===== src/rtl/sic_pkg.sv =====
// sic_pkg: shared types and constants for the sic cpu core
// no dependencies
package sic_pkg;

    localparam int MemDepth = 32768;
    localparam int MemAw    = $clog2(MemDepth);

    localparam logic [1:0] CMD_WRITE = 2'd0;
    localparam logic [1:0] CMD_SETPC = 2'd1;
    localparam logic [1:0] CMD_EXEC  = 2'd2;

    localparam logic [1:0] ST_RUN   = 2'd0;
    localparam logic [1:0] ST_PCOOR = 2'd1;
    localparam logic [1:0] ST_BADOP = 2'd2;
    localparam logic [1:0] ST_DIV0  = 2'd3;

    localparam logic [2:0] CC_EQ = 3'b001;
    localparam logic [2:0] CC_GT = 3'b010;
    localparam logic [2:0] CC_LT = 3'b100;

    localparam logic [7:0] OP_LDA  = 8'h00;
    localparam logic [7:0] OP_LDX  = 8'h04;
    localparam logic [7:0] OP_LDL  = 8'h08;
    localparam logic [7:0] OP_STA  = 8'h0C;
    localparam logic [7:0] OP_STX  = 8'h10;
    localparam logic [7:0] OP_STL  = 8'h14;
    localparam logic [7:0] OP_ADD  = 8'h18;
    localparam logic [7:0] OP_SUB  = 8'h1C;
    localparam logic [7:0] OP_MUL  = 8'h20;
    localparam logic [7:0] OP_DIV  = 8'h24;
    localparam logic [7:0] OP_COMP = 8'h28;
    localparam logic [7:0] OP_TIX  = 8'h2C;
    localparam logic [7:0] OP_JEQ  = 8'h30;
    localparam logic [7:0] OP_JGT  = 8'h34;
    localparam logic [7:0] OP_JLT  = 8'h38;
    localparam logic [7:0] OP_J    = 8'h3C;
    localparam logic [7:0] OP_AND  = 8'h40;
    localparam logic [7:0] OP_OR   = 8'h44;
    localparam logic [7:0] OP_JSUB = 8'h48;
    localparam logic [7:0] OP_RSUB = 8'h4C;
    localparam logic [7:0] OP_LDCH = 8'h50;
    localparam logic [7:0] OP_STCH = 8'h54;
    localparam logic [7:0] OP_RD   = 8'hD8;
    localparam logic [7:0] OP_WD   = 8'hDC;
    localparam logic [7:0] OP_TD   = 8'hE0;
    localparam logic [7:0] OP_STSW = 8'hE8;

    typedef struct packed {
        logic [1:0]  cmd;
        logic [14:0] address;
        logic [7:0]  byte_in;
    } t_in_item;

    typedef struct packed {
        logic [1:0]  status;
        logic [15:0] pc_now;
        logic [23:0] acc_now;
        logic        dev_write;
        logic [7:0]  dev_id;
        logic [7:0]  dev_byte;
    } t_out_item;

    // byte address taken to memory reach
    function automatic logic [MemAw-1:0] mem_slot(input logic [14:0] a);
        logic [15:0] t;
        t = {1'b0, a} % 16'(MemDepth);
        return t[MemAw-1:0];
    endfunction

endpackage


===== src/rtl/sic_alu.sv =====
// sic_alu: shared 24-bit arithmetic unit, combinational add/sub/mul and
// a bit-serial restoring divider; uses sic_pkg
module sic_alu
    import sic_pkg::*;
(
    input  logic        i_clk,
    input  logic        i_rst_n,
    input  logic        i_start_div,
    input  logic [23:0] i_a,
    input  logic [23:0] i_b,
    output logic [23:0] o_sum,
    output logic [23:0] o_diff,
    output logic [23:0] o_prod,
    output logic        o_div_done,
    output logic [23:0] o_quot
);
    logic [23:0] r_q;
    logic [23:0] r_rem;
    logic [23:0] r_div;
    logic [4:0]  r_cnt;
    logic        r_busy;
    logic [24:0] rem_sh;
    logic [24:0] rem_sub;
    logic [47:0] prod_full;

    assign o_sum  = i_a + i_b;
    assign o_diff = i_a - i_b;
    assign prod_full = i_a * i_b;
    assign o_prod = prod_full[23:0];
    assign o_quot = r_q;

    assign rem_sh  = {r_rem, r_q[23]};
    assign rem_sub = rem_sh - {1'b0, r_div};

    always_ff @(posedge i_clk) begin
        if (!i_rst_n) begin
            r_busy     <= 1'b0;
            r_cnt      <= '0;
            o_div_done <= 1'b0;
        end else begin
            o_div_done <= 1'b0;
            if (i_start_div) begin
                r_busy <= 1'b1;
                r_cnt  <= 5'd0;
                r_q    <= i_a;
                r_rem  <= '0;
                r_div  <= i_b;
            end else if (r_busy) begin
                // one quotient bit per cycle
                if (!rem_sub[24]) begin
                    r_rem <= rem_sub[23:0];
                    r_q   <= {r_q[22:0], 1'b1};
                end else begin
                    r_rem <= rem_sh[23:0];
                    r_q   <= {r_q[22:0], 1'b0};
                end
                r_cnt <= r_cnt + 5'd1;
                if (r_cnt == 5'd23) begin
                    r_busy     <= 1'b0;
                    o_div_done <= 1'b1;
                end
            end
        end
    end
endmodule


===== config.mk =====
export PLATFORM = sky130hd
export DESIGN_NAME = sic_alu
export DESIGN_NICKNAME = d
export VERILOG_FILES = /design/src/rtl/sic_pkg.sv /design/src/rtl/sic_alu.sv
export SDC_FILE = /design/constraint.sdc
export NUM_CORES = 1
export LEC_CHECK = 0
export ABC_AREA = 1
export BUFFER_PORTS_ARGS = -buffer_cell sky130_fd_sc_hd__buf_2
export CAP_MARGIN = 15
export CORE_UTILIZATION = 55
export CTS_CLUSTER_DIAMETER = 120
export DETAILED_ROUTE_END_ITERATION = 12
export PLACE_DENSITY_LB_ADDON = 0.05
export SETUP_SLACK_MARGIN = 0.3
export SKIP_CTS_REPAIR_TIMING = 1
export SYNTH_ARGS = -nofsm -noshare
export SYNTH_HDL_FRONTEND = slang
export SYNTH_SLANG_ARGS = --single-unit

===== constraint.sdc =====
create_clock -name i_clk -period 12.8 [get_ports i_clk]
set_clock_uncertainty 0.2 [all_clocks]
set_input_delay 2.56 -clock i_clk [delete_from_list [all_inputs] [get_ports i_clk]]
set_output_delay 2.56 -clock i_clk [all_outputs]
set_load 0.01 [all_outputs]

==> impl_metrics.json <==
{
  "outcome": "completed",
  "insertion_delay_ns": 0.36,
  "area_growth_syn_to_layout_pct": 6.73,
  "startpoint_type": "input pin",
  "relSlewSlack_pct": 28.2,
  "vias": 14700,
  "synth_edf_count": 72,
  "final_util_pct": 59.9,
  "drt-wirelength-per-cell_um": 17.5,
  "async_reset_ff_share_pct": 0,
  "syn_avg_cell_area_um2": 7.23,
  "nets": 2802,
  "antenna_found_initial": 0,
  "die_w_um": 176,
  "drt_iter0_markers": 937,
  "synth_fp_nets": 2728,
  "yosysSeqAreaShare_pct": 13.8,
  "hold_violations": 0,
  "grt_max_degree": 50,
  "synthCells": 2307,
  "ant_nets": 0,
  "synth_cell_types": 51,
  "tns_ns": 0,
  "hpwl_um": 38600,
  "firstDrtPassIters": 5,
  "grt-ovfl-total": 0,
  "antenna_cells": 0,
  "syn_area_mm2": 0.0167,
  "grt_pass1_wl_um": 78500,
  "dpl.cell_count": 2760,
  "maxCapViolCount": 0,
  "post-route-drc-count": 0,
  "wl_um": 48600,
  "rsz0062_at_grt": "false",
  "avgViaCountPerCell": 5.28,
  "grt_usage_pct": 32.9,
  "cts_tree": "built",
  "clk_pin_slew_ns": 0.06,
  "ys.warnings.count": 0,
  "globalplace.congestion": 0.980,
  "start_util_pct": 56.1,
  "cp_data_arrival_time_ns": 9.04,
  "ir_worst_vdd_uv": 1430,
  "port_buffers": 147,
  "cts_buffers": 9,
  "die_height_um": 176,
  "slew_violations": 0,
  "cp_max_fo": 17,
  "whs_ns": 0.261,
  "pin_count": 148,
  "ys_ff_latch": 79,
  "switchingPower_mw": 3.06,
  "htree_levels": 3,
  "root_buffer": "clkbuf_16",
  "numClockSinks": 79,
  "ctsLongestPathBuffers": 2,
  "core-area_mm2": 0.0297,
  "p_int_mw": 2.33,
  "grt_pass1_vias": 14700,
  "setup_viol": 0,
  "die_area_mm2": 0.0310,
  "swShare_pct": 56.8,
  "pwr-share-clk_pct": 4.5,
  "critPathKind": "input pin to primary output",
  "cp.required_ns": 10.04,
  "setup_ws_ns": 1.00,
  "hp-class": "flop to flop",
  "post-route-period-util_pct": 92.2,
  "pre_cts_ws_ns": 0.864,
  "final_layout_size_suffix_gt1_share_pct": 7.92,
  "powerDensity_mw_per_mm2": 303,
  "combPwrFrac_pct": 89.3,
  "end_kind": "primary output",
  "ys.flop_type": "edfxtp_1",
  "seqPwrFrac_pct": 6.2,
  "max_freq_ghz": 0.0848,
  "power.leakage_nw": 10.5,
  "worstMarginPinSlew_ns": 1.08,
  "rows": 63,
  "instances_no_fill": 2776,
  "final_common_cell": "nand2_1",
  "mostFrequentLayoutCells": "nand2_1, inv_1, fa_1",
  "period_needed_ns": 11.80
}
==> per-layer routing <==
layer  up-vias  GRT usage, %  wire, um
li1       6975             -         -
met1      7085          45.2     21300
met4         0          12.2      1740
met3        99          3.25      3000
met2       506          53.8     22500
met5         -             0         0
==> stage by stage <==
step | cell area (um2) | total power, mW
after floorplan | 16700 | 3.69
after global placement | 17500 | 5.13
after detailed placement | 17500 | 5.15
after CTS | 17800 | 5.45
after global routing | 17800 | 6.09
final | 17800 | 5.38
==> worst paths after layout <==
kind                                       startpoint                     end  slack (ns)  depth (start not counted)
worst min register to register  r_cnt[4]$_SDFFE_PP0P_   r_cnt[4]$_SDFFE_PP0P_        0.26                          2
worst max register to register   o_quot[23]$_DFFE_PP_  r_rem[9]$_SDFFCE_PP0P_        9.70                         14
worst max-delay path                          i_a[10]              o_prod[23]        1.00                         21
worst min-delay path            r_cnt[4]$_SDFFE_PP0P_   r_cnt[4]$_SDFFE_PP0P_        0.26                          2
==> cell usage after synthesis, types with 2 or more instances <==
cell type  number  area (um2)
a31oi_1         6        37.5
buf_6           4        45.0
nor4_1          5        31.3
a21oi_2         3        26.3
nor2_1        117         439
fa_1          216        4320
dfxtp_1         7         140
nor3b_1         2        15.0
inv_1         602        2260
nand2_1       639        2400
buf_4           2        15.0
a211oi_1        2        15.0
nor3_1         17        85.1
buf_2          23         115
xnor2_1        15         131
ha_1          154        1930
o211ai_1        4        30.0
a21boi_2        3        33.8
nand3_1        69         345
o31ai_1         5        37.5
nand2_2         3        18.8
a21o_1          5        37.5
o21bai_1        8        60.1
o21ai_1        14        70.1
nand4_1        13        81.3
a21oi_1        98         490
nand3b_1        6        45.0
clkbuf_1       55         206
or2_2           2        12.5
edfxtp_1       72        2160
xor2_1         72         631
o21ai_2         4        35.0
buf_1           2        7.51
o21ai_0        37         185
inv_2           5        18.8
==> cell families (layout without fill, tap and decap cells) <==
family | Yosys count | in the layout | share of synthesized area, %
fa+ha+maj | 370 | 370 | 37.5
buf+inv | 694 | 773 | 16.0
compound gates | 199 | 199 | 6.92
flops | 79 | 79 | 13.8
simple gates | 878 | 878 | 21.2
xor+xnor | 87 | 87 | 4.57
==> power groups by stage <==
stage               clock, mW  sequential, mW  combinational, mW
floorplan                   0           0.336               3.35
global placement            0           0.337               4.79
detailed placement          0           0.337               4.81
CTS                     0.245           0.332               4.88
global route            0.251           0.335               5.51
finish                  0.243           0.332               4.81
==> layout make-up <==
type                       count  area (um2)
multi-input combinational   1534       11700
clock inverter                 5        33.8
inverter                     607        2280
fill                        2888       11900
clock buffer                  11         233
tap                          390         488
timing repair buffer         150         758
sequential                    79        2300
==> sequential cells by signal, indices dropped and copies added (netlist names) <==
signal,count
r_rem,24
o_div_done,1
r_div,24
r_busy,1
r_cnt,5
o_quot,24
==> worst max-delay path, stage by stage <==
cell,delay [ns]
buf_2,0.39
ha_1,0.36
inv_1,0.09
fa_1,0.54
fa_1,0.57
inv_1,0.07
fa_1,0.48
fa_1,0.57
fa_1,0.46
fa_1,0.51
inv_1,0.05
fa_1,0.47
inv_1,0.04
ha_1,0.36
nand2_1,0.10
nor3_1,0.21
nand2_1,0.09
o311ai_0,0.71
nand3_1,0.15
nand2_1,0.09
buf_2,0.15
Note: power is estimated with default switching activity, not from simulation.
